==> src/hw/rtl/lgg_pkg.sv <==
// Shared types and constants for the Life grid generations block.
// Used by lgg_cfg, lgg_ctrl, lgg_dp and life_grid_generations; no dependencies.
package lgg_pkg;

    localparam int ROW_W   = 64;
    localparam int SIZE_W  = 7;
    localparam int GEN_W   = 16;
    localparam int DATA_W  = 32;
    localparam int PADDR_W = 3;

    localparam logic [0:0] REG_GRID_SIZE   = 1'b0;
    localparam logic [0:0] REG_GENERATIONS = 1'b1;

    localparam logic [SIZE_W-1:0] GRID_SIZE_RST   = 7'd64;
    localparam logic [GEN_W-1:0]  GENERATIONS_RST = 16'd1;

    typedef enum logic [2:0]
    {
        ST_LOAD = 3'b001,
        ST_GEN  = 3'b010,
        ST_EMIT = 3'b100
    } state_t;

    typedef struct packed
    {
        logic              load_we;
        logic [SIZE_W-1:0] load_addr;
        logic              rd_en;
        logic              emit_rd;
        logic              emit_last;
        logic [SIZE_W-1:0] rd_addr;
        logic              gen_we;
        logic [SIZE_W-1:0] wr_addr;
        logic              up_zero;
        logic              dn_zero;
        logic              flip;
        logic              cur_clear;
    } cmd_t;

    typedef struct packed
    {
        logic emit_ok;
    } status_t;

endpackage

==> src/hw/rtl/lgg_ctrl.sv <==
// Sequencer for loading, generation sweeps and emission of the grid.
// Depends on lgg_pkg; drives lgg_dp through cmd_t and reads status_t.
module lgg_ctrl #(
    parameter int GRID_MAX = 64
) (
    input  logic                       clk,
    input  logic                       rst_n,
    input  logic [lgg_pkg::SIZE_W-1:0] size_eff,
    input  logic [lgg_pkg::GEN_W-1:0]  generations,
    input  logic                       in_valid,
    output logic                       in_ready,
    input  lgg_pkg::status_t           status,
    output lgg_pkg::cmd_t              cmd
);

    lgg_pkg::state_t            state_reg, state_next;
    logic [lgg_pkg::SIZE_W-1:0] row_cnt_reg, row_cnt_next;
    logic [lgg_pkg::SIZE_W-1:0] step_reg, step_next;
    logic [lgg_pkg::SIZE_W-1:0] emit_cnt_reg, emit_cnt_next;
    logic [lgg_pkg::GEN_W-1:0]  gen_cnt_reg, gen_cnt_next;
    logic [lgg_pkg::SIZE_W-1:0] row_sum;

    always_ff @(posedge clk or negedge rst_n)
    begin
        if (!rst_n)
        begin
            state_reg    <= lgg_pkg::ST_LOAD;
            row_cnt_reg  <= '0;
            step_reg     <= '0;
            emit_cnt_reg <= '0;
            gen_cnt_reg  <= '0;
        end
        else
        begin
            state_reg    <= state_next;
            row_cnt_reg  <= row_cnt_next;
            step_reg     <= step_next;
            emit_cnt_reg <= emit_cnt_next;
            gen_cnt_reg  <= gen_cnt_next;
        end
    end

    always_comb
    begin
        state_next    = state_reg;
        row_cnt_next  = row_cnt_reg;
        step_next     = step_reg;
        emit_cnt_next = emit_cnt_reg;
        gen_cnt_next  = gen_cnt_reg;
        row_sum       = row_cnt_reg;
        cmd           = '0;
        in_ready      = 1'b0;

        case (state_reg)
            lgg_pkg::ST_LOAD:
            begin
                in_ready      = 1'b1;
                cmd.load_addr = row_cnt_reg;
                if (in_valid)
                begin
                    cmd.load_we = row_cnt_reg < lgg_pkg::SIZE_W'(GRID_MAX);
                    row_sum     = cmd.load_we ? row_cnt_reg + lgg_pkg::SIZE_W'(1) : row_cnt_reg;
                    if (row_sum >= size_eff)
                    begin
                        row_cnt_next  = '0;
                        step_next     = '0;
                        gen_cnt_next  = '0;
                        emit_cnt_next = '0;
                        cmd.cur_clear = 1'b1;
                        state_next    = (generations == '0) ? lgg_pkg::ST_EMIT
                                                            : lgg_pkg::ST_GEN;
                    end
                    else
                    begin
                        row_cnt_next = row_sum;
                    end
                end
            end

            lgg_pkg::ST_GEN:
            begin
                // read row step, compute row step-2 from the three-row window
                cmd.rd_en   = step_reg < size_eff;
                cmd.rd_addr = step_reg;
                if (step_reg >= lgg_pkg::SIZE_W'(2))
                begin
                    cmd.gen_we  = 1'b1;
                    cmd.wr_addr = step_reg - lgg_pkg::SIZE_W'(2);
                    cmd.up_zero = step_reg == lgg_pkg::SIZE_W'(2);
                    cmd.dn_zero = step_reg > size_eff;
                end
                if (step_reg > size_eff)
                begin
                    cmd.flip     = 1'b1;
                    step_next    = '0;
                    gen_cnt_next = gen_cnt_reg + lgg_pkg::GEN_W'(1);
                    if (gen_cnt_next == generations)
                        state_next = lgg_pkg::ST_EMIT;
                end
                else
                begin
                    step_next = step_reg + lgg_pkg::SIZE_W'(1);
                end
            end

            lgg_pkg::ST_EMIT:
            begin
                cmd.rd_addr = emit_cnt_reg;
                if (status.emit_ok)
                begin
                    cmd.emit_rd   = 1'b1;
                    emit_cnt_next = emit_cnt_reg + lgg_pkg::SIZE_W'(1);
                    cmd.emit_last = emit_cnt_next == size_eff;
                    if (cmd.emit_last)
                        state_next = lgg_pkg::ST_LOAD;
                end
            end

            default:
            begin
                state_next = lgg_pkg::ST_LOAD;
            end
        endcase
    end

endmodule

==> config.mk <==
export PLATFORM = sky130hd
export DESIGN_NAME = lgg_ctrl
export DESIGN_NICKNAME = d
export VERILOG_FILES = /design/src/hw/rtl/lgg_pkg.sv /design/src/hw/rtl/lgg_ctrl.sv
export SDC_FILE = /design/constraint.sdc
export NUM_CORES = 1
export LEC_CHECK = 0
export BUFFER_PORTS_ARGS = -buffer_cell sky130_fd_sc_hd__clkbuf_2
export CAP_MARGIN = 10
export CORE_MARGIN = 2
export CORE_UTILIZATION = 50
export DETAILED_ROUTE_END_ITERATION = 12
export GPL_TIMING_DRIVEN = 0
export PLACE_DENSITY = 0.72
export SLEW_MARGIN = 10
export SYNTH_ARGS = -nofsm -noshare
export SYNTH_HDL_FRONTEND = slang
export SYNTH_SLANG_ARGS = --single-unit
==> constraint.sdc <==
create_clock -name clk -period 4.5 [get_ports clk]
set_clock_uncertainty 0.1 [all_clocks]
set_input_delay 1.125 -clock clk [delete_from_list [all_inputs] [get_ports clk]]
set_output_delay 1.125 -clock clk [all_outputs]
set_load 0.005 [all_outputs]
== Word level (Yosys, flattened, before mapping) ==
Index checks and enable logic that the tools add are counted.
Word-level totals
  flip-flop bits (word level): 40
  bits in latches: 0
  memories kept: 0
  memory bits (writable): 0
  input port bits: 27
  word-level logic and storage cells: 68
  bits in read-only memories: 0
Cells by class
  bitwise logic cells: 0
  divide/modulo/power cells: 0
  equal/unequal tests: 12
  reduce and logical (&&, ||, !) cells: 8
  shift-type cells: 0
  order comparisons: 5
  add/sub/neg operators: 5
  multiplexer cells: 33
  $mul: 0
Operator list (number)
  16-bit two-way mux: 3
  7-bit two-way mux: 6
  7-bit case mux with 2 select lines: 3
  16-bit case mux with 2 select lines: 1
  7-bit by 1-bit adder with 7-bit output (second input constant): 3
  3-bit two-way mux: 7
  16-bit by 1-bit adder with 16-bit output (second input constant): 1
  16-bit equality test: 1
  16-bit logical NOT: 1
  2-bit != test (second input constant): 6
  11-bit two-way mux: 1
  10-bit two-way mux: 1
  3-bit case mux with 3 select lines: 1
  8-bit two-way mux: 1
  4-bit AND reduction: 2
  7-bit by 2-bit equality test with 1-bit output (second input constant): 1
  7-bit equality test: 1
  7-bit by 2-bit greater-or-equal comparator with 1-bit output (second input constant): 1
  7-bit greater-or-equal comparator: 1
  7-bit greater-than comparator: 1
  7-bit less-than comparator: 1
  7-bit less-than comparator (second input constant): 1
  1-bit two-way mux: 7
  7-bit by 2-bit subtractor with 7-bit output (second input constant): 1
  8 further kinds: 10

== Longest topological paths before layout ==
  depth after elaboration: 6
  depth in mapped cells: 14
  gate-level depth less buffers: 13

== Least setup slack after synthesis ==
No wires, ideal clock.
  path type: input to output
  start: in size_eff[6] in the netlist's numbering
  end: out cmd[2] in the netlist's numbering
  path buffers: 0
  cell stages on the path: 7
  data arrival time: 2.719 ns
  slack: 0.556 ns
  data required time: 3.275 ns
  cells stage by stage: inv_1 ha_1 nand4_1 a21oi_1 a2111oi_4 nor3_1 and2_1
RTL lines
  from (decl): RTL line lgg_ctrl.sv:8  | input logic [lgg_pkg::SIZE_W-1:0] size_eff,
  to (decl): RTL line lgg_ctrl.sv:13  | output lgg_pkg::cmd_t cmd

==> flow_metrics.tcl <==
set metrics [dict create \
    synthTopCellsByArea "dfrtp_1, ha_1, xnor2_1, nand2_1, xor2_1" \
    vias 3313 \
    synth_edf_count 0 \
    synthCells 412 \
    dp_slack_ps -219.6 \
    cts_tree "built" \
    avgSynthCellArea_um2 8.288 \
    run_status "completed" \
    syn_to_final_growth_pct 14.99 \
    post-route-util_pct 58.44 \
    clk_latency_ps 300 \
    placed_cells 549 \
    cts_root_buf "clkbuf_8" \
    ys.warnings.count 0 \
    clockBufferDepth 2 \
    ys_async_sr_fraction_pct 100.0 \
    fillerInstances 630 \
    largest_reg_flops 16 \
    grt_pass1_vias 3188 \
    cts_buffers 5 \
    cts.sinks 40 \
    pin_count 58 \
    grt_pass1_wl_um 15010 \
    coreArea_um2 6719 \
    drive_above_1_share_pct 19.87 \
    synth-seq-cells 40 \
    initial_utilization_pct 50.82 \
    instances_no_fill 558 \
    hold_viol_final 0 \
    cp-end-kind "output port" \
    p_per_area_nw_per_um2 535.5 \
    yosys.area_share.adder_pct 7.695 \
    grt_usage_pct 25.01 \
    leakagePower_uw 0.001823 \
    synth_top_family_by_area "simple AND/OR/NAND/NOR gates" \
    routabilityCongestion 0.8176 \
    synth_flop_cell "dfrtp_1" \
    htreeDepth 2 \
    antenna_found_initial 0 \
    min_period_over_period_pct 95.94 \
    post_drt_wl_per_cell_um 15.78 \
    cp.required_ps 3270 \
    synth-seq-area-share_pct 29.35 \
    start_kind "input port" \
    grt_max_degree 41 \
    setup_viol 0 \
    wl_um 8804 \
    drc 0 \
    diodes 0 \
    synth_xor_area_share_pct 12.06 \
    synth-compound-area-share_pct 17.74 \
    cts_hold_buffers 0 \
    worst_slack_ps 182.8 \
    synth_top_area_cell "dfrtp_1" \
    vdd_drop_max_v 0.0003369 \
    die_area_um2 7506 \
    hold_path_class "register to register" \
    die_h_um 86.64 \
    slew_headroom_pct 30.35 \
    via_per_inst 5.937 \
    nNetsFinal 525 \
    drv_slew 0 \
    drt_iter0_drc 193 \
    syn_area_um2 3415 \
    ant_nets 0 \
    grt_remaining_overflow 0 \
    synth_mux_area_share_pct 2.199 \
    fmax_ghz 0.2316 \
    worstSetupPathType "input port to output port" \
    port_buffers 57 \
    synth_top_area_share_pct 28.58 \
    multi_input_area_um2 2298 \
    dp_hpwl_um 6677 \
    cp_data_arrival_time_ps 3090 \
    rsz0062_at_grt "no" \
    regArea_um2 1003 \
    die_x_um 86.64 \
    timing.hold.ws_ps 443.0 \
    synth-simple-area-share_pct 26.86 \
    num_rows 30 \
    min_period_ps 4317 \
    yosysUniqueCellTypes 58 \
    crit_fanout 7 \
    regToRegSetupSlack_ps 880 \
    synth_nets 460 \
    drt-pass1-iter-count 5 \
    worst_pin_slew_ps 1045 \
    max-cap-violations 0 \
    clk_pin_slew_worst_paths_ps 80 \
]
worst max-delay path, cell delays in order:
cell and delay, ps:
clkbuf_2 110, inv_1 60, ha_1 370, nand4_1 160, a21oi_1 290, a2111oi_4 120, nor3_2 530, and2_1 210
clkbuf_2 110
layer usage:
| layer | track usage (%) | up-vias | wire length [um] |
|---|---|---|---|
| li1 | - | 1618 | - |
| met4 | 6.818 | 0 | 121 |
| met2 | 42.24 | 107 | 4265 |
| met5 | 0 | - | 0 |
| met1 | 32.92 | 1578 | 3978 |
| met3 | 4.571 | 10 | 438 |
cell usage after synthesis, types with 4 or more instances:
| master | count |
|---|---|
| mux2_2 | 4 |
| nand2_1 | 43 |
| or3_1 | 5 |
| a21oi_1 | 14 |
| a22oi_1 | 7 |
| nor4_1 | 7 |
| xor2_1 | 17 |
| clkbuf_1 | 12 |
| o21ai_0 | 22 |
| a22o_1 | 6 |
| inv_1 | 14 |
| nor2b_1 | 7 |
| and2_1 | 11 |
| o21ai_1 | 9 |
| nor3_1 | 10 |
| dfrtp_1 | 39 |
| buf_2 | 4 |
| ha_1 | 21 |
| nand3_1 | 28 |
| nor2_1 | 29 |
| xnor2_1 | 30 |
| nand4_1 | 6 |
| and3_1 | 9 |
layout make-up:
cell class              count  area share [%]
plain buffers              18           2.040
multi-input cells         338           58.54
repair buffers             59           7.648
well taps                  80           2.549
clock buffers               5           1.753
flip-flops and latches     40           25.56
inverters                  15           1.434
clock inverters             3          0.4780
through the flow:
step / setup TNS [ps] / area (um^2) / total power (uW)
6_report: 0 / 3926 / 2102
5_1_grt: 0 / 3926 / 2293
4_1_cts: 0 / 3889 / 2094
3_5_place_dp: -345.8 / 3800 / 1840
3_3_place_gp: -324.2 / 3800 / 1806
2_1_floorplan: 0 / 3415 / 1485
worst paths after layout:
check,startpoint,end,cells after the start
worst max-delay path,size_eff[6],cmd[2],9
worst min-delay path,row_cnt_reg[0],row_cnt_reg[0],1
worst max register to register,row_cnt_reg[1],gen_cnt_reg[9],14
worst min register to register,row_cnt_reg[0],row_cnt_reg[0],1
max in group asynchronous,rst_n,row_cnt_reg[0],1
min in group asynchronous,rst_n,emit_cnt_reg[2],1
what timing repair did:
action | CTS | global route
endpoints found under the setup margin | 3 | 2
setup buffers | 0 | 2
hold endpoints to repair | 0 | 0
pin swaps | 0 | 1
resized for setup | 1 | 4
cells in the final DEF, fill, tap and decap left out, types with 17 or more instances in the layout:
cell and count:
nor2_1 29, o21ai_0 22, xnor2_1 29, xor2_1 17, nand2_1 43, dfrtp_1 38
nand3_1 28, ha_1 21, clkbuf_2 57
power breakdown:
part           leakage, uW  switching (uW)  internal [uW]
Combinational      0.00130             716            559
Sequential        0.000475             131            451
Clock            0.0000479             138            108
cell families (layout without fill, tap and decap cells):
| family | count (synthesis) | after routing |
|---|---|---|
| AND/OR/NAND/NOR | 176 | 176 |
| AO/OA/AOI/OAI | 87 | 87 |
| XOR/XNOR | 47 | 47 |
| flip-flops | 40 | 40 |
| buffers and inverters | 34 | 100 |
| adder cells (fa/ha/maj) | 21 | 21 |
| multiplexers | 7 | 7 |
Note: power is estimated with default switching activity, not from simulation.
