===== src/hw/rtl/lgg_pkg.sv =====
// Shared types and constants for the Life grid generations block.
// Used by lgg_cfg, lgg_ctrl, lgg_dp and life_grid_generations; no dependencies.
package lgg_pkg;

    localparam int ROW_W   = 64;
    localparam int SIZE_W  = 7;
    localparam int GEN_W   = 16;
    localparam int DATA_W  = 32;
    localparam int PADDR_W = 3;

    localparam logic [0:0] REG_GRID_SIZE   = 1'b0;
    localparam logic [0:0] REG_GENERATIONS = 1'b1;

    localparam logic [SIZE_W-1:0] GRID_SIZE_RST   = 7'd64;
    localparam logic [GEN_W-1:0]  GENERATIONS_RST = 16'd1;

    typedef enum logic [2:0]
    {
        ST_LOAD = 3'b001,
        ST_GEN  = 3'b010,
        ST_EMIT = 3'b100
    } state_t;

    typedef struct packed
    {
        logic              load_we;
        logic [SIZE_W-1:0] load_addr;
        logic              rd_en;
        logic              emit_rd;
        logic              emit_last;
        logic [SIZE_W-1:0] rd_addr;
        logic              gen_we;
        logic [SIZE_W-1:0] wr_addr;
        logic              up_zero;
        logic              dn_zero;
        logic              flip;
        logic              cur_clear;
    } cmd_t;

    typedef struct packed
    {
        logic emit_ok;
    } status_t;

endpackage


===== src/hw/rtl/lgg_cfg.sv =====
// Configuration registers (grid size, generation count) behind the APB-style port.
// Depends on lgg_pkg; produces the effective grid size clamped to 1..GRID_MAX.
module lgg_cfg #(
    parameter int GRID_MAX = 64
) (
    input  logic                         clk,
    input  logic                         rst_n,
    input  logic                         psel,
    input  logic                         penable,
    input  logic                         pwrite,
    input  logic [lgg_pkg::PADDR_W-1:0]  paddr,
    input  logic [lgg_pkg::DATA_W-1:0]   pwdata,
    output logic [lgg_pkg::DATA_W-1:0]   prdata,
    output logic                         pready,
    output logic [lgg_pkg::SIZE_W-1:0]   size_eff,
    output logic [lgg_pkg::GEN_W-1:0]    generations
);

    logic [lgg_pkg::SIZE_W-1:0] grid_size_reg;
    logic [lgg_pkg::GEN_W-1:0]  gens_reg;
    logic                       wr_en;
    logic [0:0]                 reg_idx;

    assign pready  = 1'b1;
    assign wr_en   = psel && penable && pwrite;
    assign reg_idx = paddr[2];

    always_ff @(posedge clk or negedge rst_n)
    begin
        if (!rst_n)
        begin
            grid_size_reg <= lgg_pkg::GRID_SIZE_RST;
            gens_reg      <= lgg_pkg::GENERATIONS_RST;
        end
        else if (wr_en)
        begin
            if (reg_idx == lgg_pkg::REG_GRID_SIZE)
                grid_size_reg <= pwdata[lgg_pkg::SIZE_W-1:0];
            else if (reg_idx == lgg_pkg::REG_GENERATIONS)
                gens_reg <= pwdata[lgg_pkg::GEN_W-1:0];
        end
    end

    always_comb
    begin
        case (reg_idx)
            lgg_pkg::REG_GRID_SIZE:
                prdata = {{(lgg_pkg::DATA_W-lgg_pkg::SIZE_W){1'b0}}, grid_size_reg};
            lgg_pkg::REG_GENERATIONS:
                prdata = {{(lgg_pkg::DATA_W-lgg_pkg::GEN_W){1'b0}}, gens_reg};
            default:
                prdata = '0;
        endcase
    end

    // clamp size into 1..GRID_MAX
    always_comb
    begin
        if (grid_size_reg == '0)
            size_eff = lgg_pkg::SIZE_W'(1);
        else if (grid_size_reg > lgg_pkg::SIZE_W'(GRID_MAX))
            size_eff = lgg_pkg::SIZE_W'(GRID_MAX);
        else
            size_eff = grid_size_reg;
    end

    assign generations = gens_reg;

endmodule


===== config.mk =====
export PLATFORM = sky130hd
export DESIGN_NAME = lgg_cfg
export DESIGN_NICKNAME = d
export VERILOG_FILES = /design/src/hw/rtl/lgg_pkg.sv /design/src/hw/rtl/lgg_cfg.sv
export SDC_FILE = /design/constraint.sdc
export NUM_CORES = 1
export LEC_CHECK = 0
export BUFFER_PORTS_ARGS = -buffer_cell sky130_fd_sc_hd__buf_2
export CAP_MARGIN = 20
export CORE_UTILIZATION = 30
export DETAILED_ROUTE_END_ITERATION = 7
export PLACE_DENSITY_LB_ADDON = 0.15
export SLEW_MARGIN = 0
export SYNTH_ARGS = -nofsm -noshare
export SYNTH_HDL_FRONTEND = slang
export SYNTH_SLANG_ARGS = --single-unit

===== constraint.sdc =====
create_clock -name clk -period 3 [get_ports clk]
set_input_delay 0.9 -clock clk [delete_from_list [all_inputs] [get_ports clk]]
set_output_delay 0.9 -clock clk [all_outputs]
set_load 0.05 [all_outputs]

**After elaboration in Yosys (flattened, before gate mapping)**

Cells that the tools add are included.

- Register bits after elaboration: 23
- Latch bits: 0
- Memory bits (writable): 0
- ROM bits: 0
- Bits of input ports: 40
- Output and inout port bits: 56
- Word-level logic and storage cells: 12
- Memories kept: 0

- Add/sub/neg operators: 0
- Multiply operators: 0
- Divide/modulo/power cells: 0
- Magnitude comparators: 1
- Equal/unequal tests: 0
- Shift-type cells: 0
- Multiplexer cells: 3
- Bitwise logic cells: 1
- Reductions and logical operators: 5

Operators by type and width:

| cell | number |
|---|---|
| one-hot mux 32 bit (2 select lines) | 1 |
| 2-to-1 mux 7 bit | 2 |
| greater-than comparator 7 bit, second input constant | 1 |
| zero test 7 bit | 1 |
| AND reduction 2 bit | 2 |
| logical AND 1 bit | 2 |
| inverter 1 bit | 1 |

**Logic depth before layout (Yosys ltp)**

Gate-level depths: netlist (run 1).

- Depth after elaboration: 3
- Depth in mapped cells: 4
- Mapped depth without buffers: 2

**Least setup slack after synthesis (run 1)**

OpenSTA, ideal clock, no wires.

- Path kind: reg2out
- Start point: register grid_size_reg[4] (netlist name)
- End point: output port size_eff[0] (netlist name)
- Arrival time: 2329 ps
- Data required time: 2100 ps
- Path slack: -229 ps
- Cell stages (with the launch flop): 3
- Cells stage by stage: dfrtp_1 -> or3_1 -> o41ai_1

- Longest elaborated chain between the ends: 3
- Elaborated cells between the ends (all ways): 4
- Those cells by class: 1 x order compare; 2 x mux; 1 x reduce/logical

RTL lines:

| what | RTL line | RTL |
|---|---|---|
| start, declared | lgg_cfg.sv:19 | `logic [lgg_pkg::SIZE_W-1:0] grid_size_reg;` |
| start signal, assigned | lgg_cfg.sv:32 | `grid_size_reg <= lgg_pkg::GRID_SIZE_RST;` |
| start signal, assigned | lgg_cfg.sv:38 | `grid_size_reg <= pwdata[lgg_pkg::SIZE_W-1:0];` |
| greater-than comparator 7 bit | lgg_cfg.sv:61 | `else if (grid_size_reg > lgg_pkg::SIZE_W'(GRID_MAX))` |
| 2-to-1 mux 7 bit | lgg_cfg.sv:61 |  |
| 2-to-1 mux 7 bit * | lgg_cfg.sv:59 | `if (grid_size_reg == '0)` |
| end, declared | lgg_cfg.sv:15 | `output logic [lgg_pkg::SIZE_W-1:0] size_eff,` |

Every way passes the cells marked *; elsewhere a longest branch is shown, timed or not.

**Worst setup path in the final report (run 1)**

- Start point: input port paddr[2] (netlist name)
- End point: output port prdata[0] (netlist name)

- Longest elaborated chain between the ends: 2

RTL lines:

| what | RTL line | RTL |
|---|---|---|
| start, declared | lgg_cfg.sv:11 | `input logic [lgg_pkg::PADDR_W-1:0] paddr,` |
| inverter 1 bit | lgg_cfg.sv:46 | `case (reg_idx)` |
| one-hot mux 32 bit (2 select lines) * | lgg_cfg.sv:46 |  |
| end, declared | lgg_cfg.sv:13 | `output logic [lgg_pkg::DATA_W-1:0] prdata,` |

Every way passes the cells marked *; elsewhere a longest branch is shown, timed or not. The select of a mux whose other input is x is not followed.

==> results.cfg, run 1 <==
[placed_design]
portBuffers = 60
dp_hpwl_um = 1920
dp.cells = 200
place_congestion = 0.657

[synth]
synthArstFlopShare_pct = 100
synth_cell_type_count = 15
yosys.area.top_type = dfrtp_1
synth_commonest_cells = dfrtp_1 (21), mux2_2 (20), buf_4 (18)
syn_inst = 95
syn_area_um2 = 1270
seq_area_frac_synth_pct = 45.6
synth.avg_cell_area_um2 = 13.4
ys_warn_count = 0
ys_top_cells_by_area = dfrtp_1 (41%), mux2_2 (18%), mux2_4 (12%)
synth.most_common_cell = dfrtp_1
ys_ff_latch = 23
synthFlopType = dfrtp_1
synth_top_area_share_pct = 41.4
synth_edf_count = 0

[setup_path]
crit_type = input pin to output port
path_max_fanout = 15
rrSetupSlack_ns = 2.15
timing.rr.end = grid_size_reg[6]
worstSetupStartpointType = input pin
crit_arrival_ns = 1.77
required_ns = 2.10
cp-end-kind = output port
r2r_cells = 1
timing.rr.start = grid_size_reg[6]

[global_routing]
antenna_found_initial = 0
grt_use_total_pct = 12.3
grt_pass1_vias = 816
grt_start_max_net_pins = 24
gr-total-overflow = 0
grt_pass1_wl_um = 4000

[floorplan]
row_count = 23
die_area_um2 = 4490
fp.dieW_um = 67.0
core_area_um2 = 4030
io_pins = 96
initial_core_util_pct = 31.5
fp.dieH_um = 67.0

[min_path]
hold_end = generations[12]
hp-start = generations[12]
hold_path_depth = 1
worstHoldPathType = flip-flop to flip-flop

[clock_tree]
path_clk_slew_ns = 0.09
cts.sinks = 23
clockRootBuffer = clkbuf_8
ctsHoldBuffers = 0
htreeDepth = 1
cts_tree = built
cts_resized = 0
cts_made_buffers = 3
clk_latency_ns = 0.26
cts_setup_buffers = 0
clock_path_buffers = 2

[timing]
fin_skew_ns = 0
hold_violations = 0
slew-limit-headroom_pct = 65.3
max_freq_mhz = 375
finalMaxSlewViolations = 0
rsz0062_at_grt = false
worst-slew-pin-transition_ns = 0.521
layout_min_cycle_time_ns = 2.67
setup_viol = 0
setup_tns_ns = 0
timing.final.crit_share_pct = 88.9

[status]
status = finished, final reports clean

[cells_and_area]
stdcell_count = 204
seq_area_um2 = 578
layout-drive-gt1-share_pct = 64.3
areaGrowthSynthToFinish_pct = 25.6
fillers = 401
largest_reg_flops = 16
multi_input_area_um2 = 601
antenna_cells = 0
nets = 195

[power]
peakVddDrop_v = 0.000302
p_leak_nw = 0.858
total_power_mw = 1.36
cellPowerDensity_nw_per_um2 = 855

[route]
vias = 860
drcViolationCount = 0
final_antenna_net_count = 0
via_per_inst = 4.22
routed_wl_um = 2640
drt_iter0_drc = 23
wire_per_inst_um = 12.9
first_pass_iters = 2

[run]
max_cap_viol_count = 0
## logic make-up after synthesis
logic type | synth area share [%]
flip-flops | 45.6
other | 0.592
AND/OR/NAND/NOR | 11.4
multiplexers | 29.6
buffers and inverters | 12.1
AO/OA/AOI/OAI | 0.690
## stage by stage
| stage | util, % | worst slack, ns | hold slack, ns | instance area, um^2 |
|---|---|---|---|---|
| after floorplan | - | 0.365 | 0.499 | 1330 |
| after global placement | 38.4 | 0.302 | 0.502 | 1550 |
| after detailed placement | 38.4 | 0.306 | 0.512 | 1550 |
| after CTS | 39.6 | 0.304 | 0.536 | 1590 |
| after global routing | 39.6 | 0.257 | 0.553 | 1590 |
| final | 39.6 | 0.333 | 0.532 | 1590 |
## report_power, final
group | internal (mW) | switching (mW)
Combinational | 0.191 | 0.532
Clock | 0.0948 | 0.104
Sequential | 0.383 | 0.0575
Total | 0.669 | 0.694
## layer usage
metal	track usage, %	vias up	share of wire, %
met2	20.1	34	50
met1	15.8	418	45
li1	-	406	-
met5	0	-	0
met3	2.74	2	5.0
met4	3.99	0	0.57
## layout make-up
| cell class | count | share of cell area, % |
|---|---|---|
| Tap cell | 50 | 3.92 |
| Timing Repair Buffer | 61 | 19.3 |
| Multi-Input combinational cell | 66 | 37.7 |
| Clock buffer | 4 | 2.83 |
| Sequential cell | 23 | 36.3 |
## layout by cell type (no fill, tap or decap)
cell / count
and2_1: 9
buf_2: 60
buf_4: 1
clkbuf_1: 1
clkbuf_8: 3
conb_1: 17
dfrtp_1: 21
dfstp_2: 2
mux2_2: 20
mux2_4: 10
nand2b_1: 1
nand4_4: 1
nand4b_4: 1
nor2b_1: 5
o41ai_2: 1
or3_1: 1
## worst max path at each step
stage | start | end | slack [ns] | cells after the start
2_1_floorplan | paddr[2] | prdata[6] | 0.36 | 3
3_3_place_gp | paddr[2] | prdata[0] | 0.30 | 3
5_1_grt | paddr[2] | prdata[14] | 0.26 | 4
4_1_cts | paddr[2] | prdata[6] | 0.30 | 3
3_5_place_dp | paddr[2] | prdata[6] | 0.31 | 3
6_report | paddr[2] | prdata[0] | 0.33 | 3
## worst max-delay path, cell delays in order
cell,delay [ns]
buf_2,0.28
mux2_2,0.37
buf_2,0.21
No activity file was read; power rests on OpenSTA's default activity.
==> inputs of run 2 (changes only) <==
Settings changed: RECOVER_POWER from default to 50.
==> results.cfg, run 2 (same netlist as run 1, synthesis figures left out) <==
[route]
vias = 859
routed_wl_um = 2610
drt_iter0_drc = 29
wire_per_inst_um = 12.8
drcViolationCount = 0
first_pass_iters = 4
final_antenna_net_count = 0
via_per_inst = 4.21

[cells_and_area]
final_cell_mix = buf_2 (44), dfrtp_1 (21), mux2_2 (20), clkbuf_1 (18), conb_1 (17)
fillers = 414
layout-drive-gt1-share_pct = 52.6
final_common_cell = buf_2
postLayoutCoreUtil_pct = 38.6
stdcell_count = 204
largest_reg_flops = 16
antenna_cells = 0
fin_area_um2 = 1560
areaGrowthSynthToFinish_pct = 22.6
nets = 195

[timing]
rsz0062_at_grt = false
setup_viol = 0
whs_ns = 0.533
hold_violations = 0
layout_min_cycle_time_ns = 2.72
finalMaxSlewViolations = 0
fin_skew_ns = 0
max_freq_mhz = 368
worst-slew-pin-transition_ns = 1.24
setup_tns_ns = 0
timing.final.crit_share_pct = 90.7
slew-limit-headroom_pct = 17.1
final.setup.worst_slack_ns = 0.279

[min_path]
worstHoldPathType = flip-flop to flip-flop
hold_path_depth = 1
hold_end = generations[12]
hp-start = generations[12]

[floorplan]
core_area_um2 = 4030
fp.dieW_um = 67.0
fp.dieH_um = 67.0
io_pins = 96
initial_core_util_pct = 31.5
die_area_um2 = 4490
row_count = 23

[power]
peakVddDrop_v = 0.000297
total_power_mw = 1.35
cellPowerDensity_nw_per_um2 = 865
p_leak_nw = 0.793

[setup_path]
cp-end-kind = output port
worstSetupStartpointType = input pin
required_ns = 2.10
timing.rr.end = grid_size_reg[6]
r2r_cells = 1
timing.rr.start = grid_size_reg[6]
rrSetupSlack_ns = 2.15
crit_arrival_ns = 1.82
crit_type = input pin to output port
path_max_fanout = 15

[run]
max_cap_viol_count = 0

[clock_tree]
clock_path_buffers = 2
ctsHoldBuffers = 0
clk_latency_ns = 0.26
htreeDepth = 1
clockRootBuffer = clkbuf_8
cts_made_buffers = 3
path_clk_slew_ns = 0.08
cts.sinks = 23
cts_tree = built
cts_resized = 0
cts_setup_buffers = 0

[status]
status = finished, final reports clean

[global_routing]
gr-total-overflow = 0
grt_use_total_pct = 12.3
grt_start_max_net_pins = 24
antenna_found_initial = 0
grt_pass1_vias = 816
grt_pass1_wl_um = 4000

[placed_design]
portBuffers = 60
dp_hpwl_um = 1920
place_congestion = 0.657
dp.cells = 200
place_ws_ns = 0.306
dpl-instance-area_um2 = 1550
-- run 2: changes by cell type in the layout (fill, tap and decap cells not counted) --
| cell | previous run | this run |
|---|---|---|
| nand4b_1 | 0 | 1 |
| clkbuf_1 | 1 | 18 |
| buf_4 | 1 | 0 |
| buf_2 | 60 | 44 |
| nand4b_4 | 1 | 0 |
-- run 2: power breakdown --
part	switching, mW	internal, mW	leakage, nW
Combinational	0.531	0.177	0.497
Clock	0.102	0.0947	0.0228
Sequential	0.0583	0.383	0.273
-- run 2: how the worst max path moves through the flow --
| stage | end | cells after the start | slack (ns) | start |
|---|---|---|---|---|
| finish | prdata[14] | 4 | 0.28 | paddr[2] |
| CTS | prdata[6] | 3 | 0.30 | paddr[2] |
| floorplan | prdata[6] | 3 | 0.36 | paddr[2] |
| global placement | prdata[0] | 3 | 0.30 | paddr[2] |
| detailed placement | prdata[6] | 3 | 0.31 | paddr[2] |
| global route | prdata[14] | 4 | 0.15 | paddr[2] |
-- run 2: layout make-up --
| class | instances | area [um^2] | share of cell area (%) |
|---|---|---|---|
| multi-input cells | 66 | 586 | 37.7 |
| flip-flops and latches | 23 | 578 | 37.2 |
| repair buffers | 61 | 284 | 18.3 |
| well taps | 50 | 62.6 | 4.02 |
| clock buffers | 4 | 45.0 | 2.90 |
-- run 2: layer usage --
layer  wire [um]  up-vias  track usage (%)
met5           0        -                0
met4          15        0             3.99
met3         150        2             2.74
met2        1270       36             20.1
met1        1180      415             15.8
li1            -      406                -
-- run 2: critical path: stages --
cell and delay [ns]:
buf_2 0.28, clkbuf_1 0.23, and2_1 0.15, buf_2 0.25
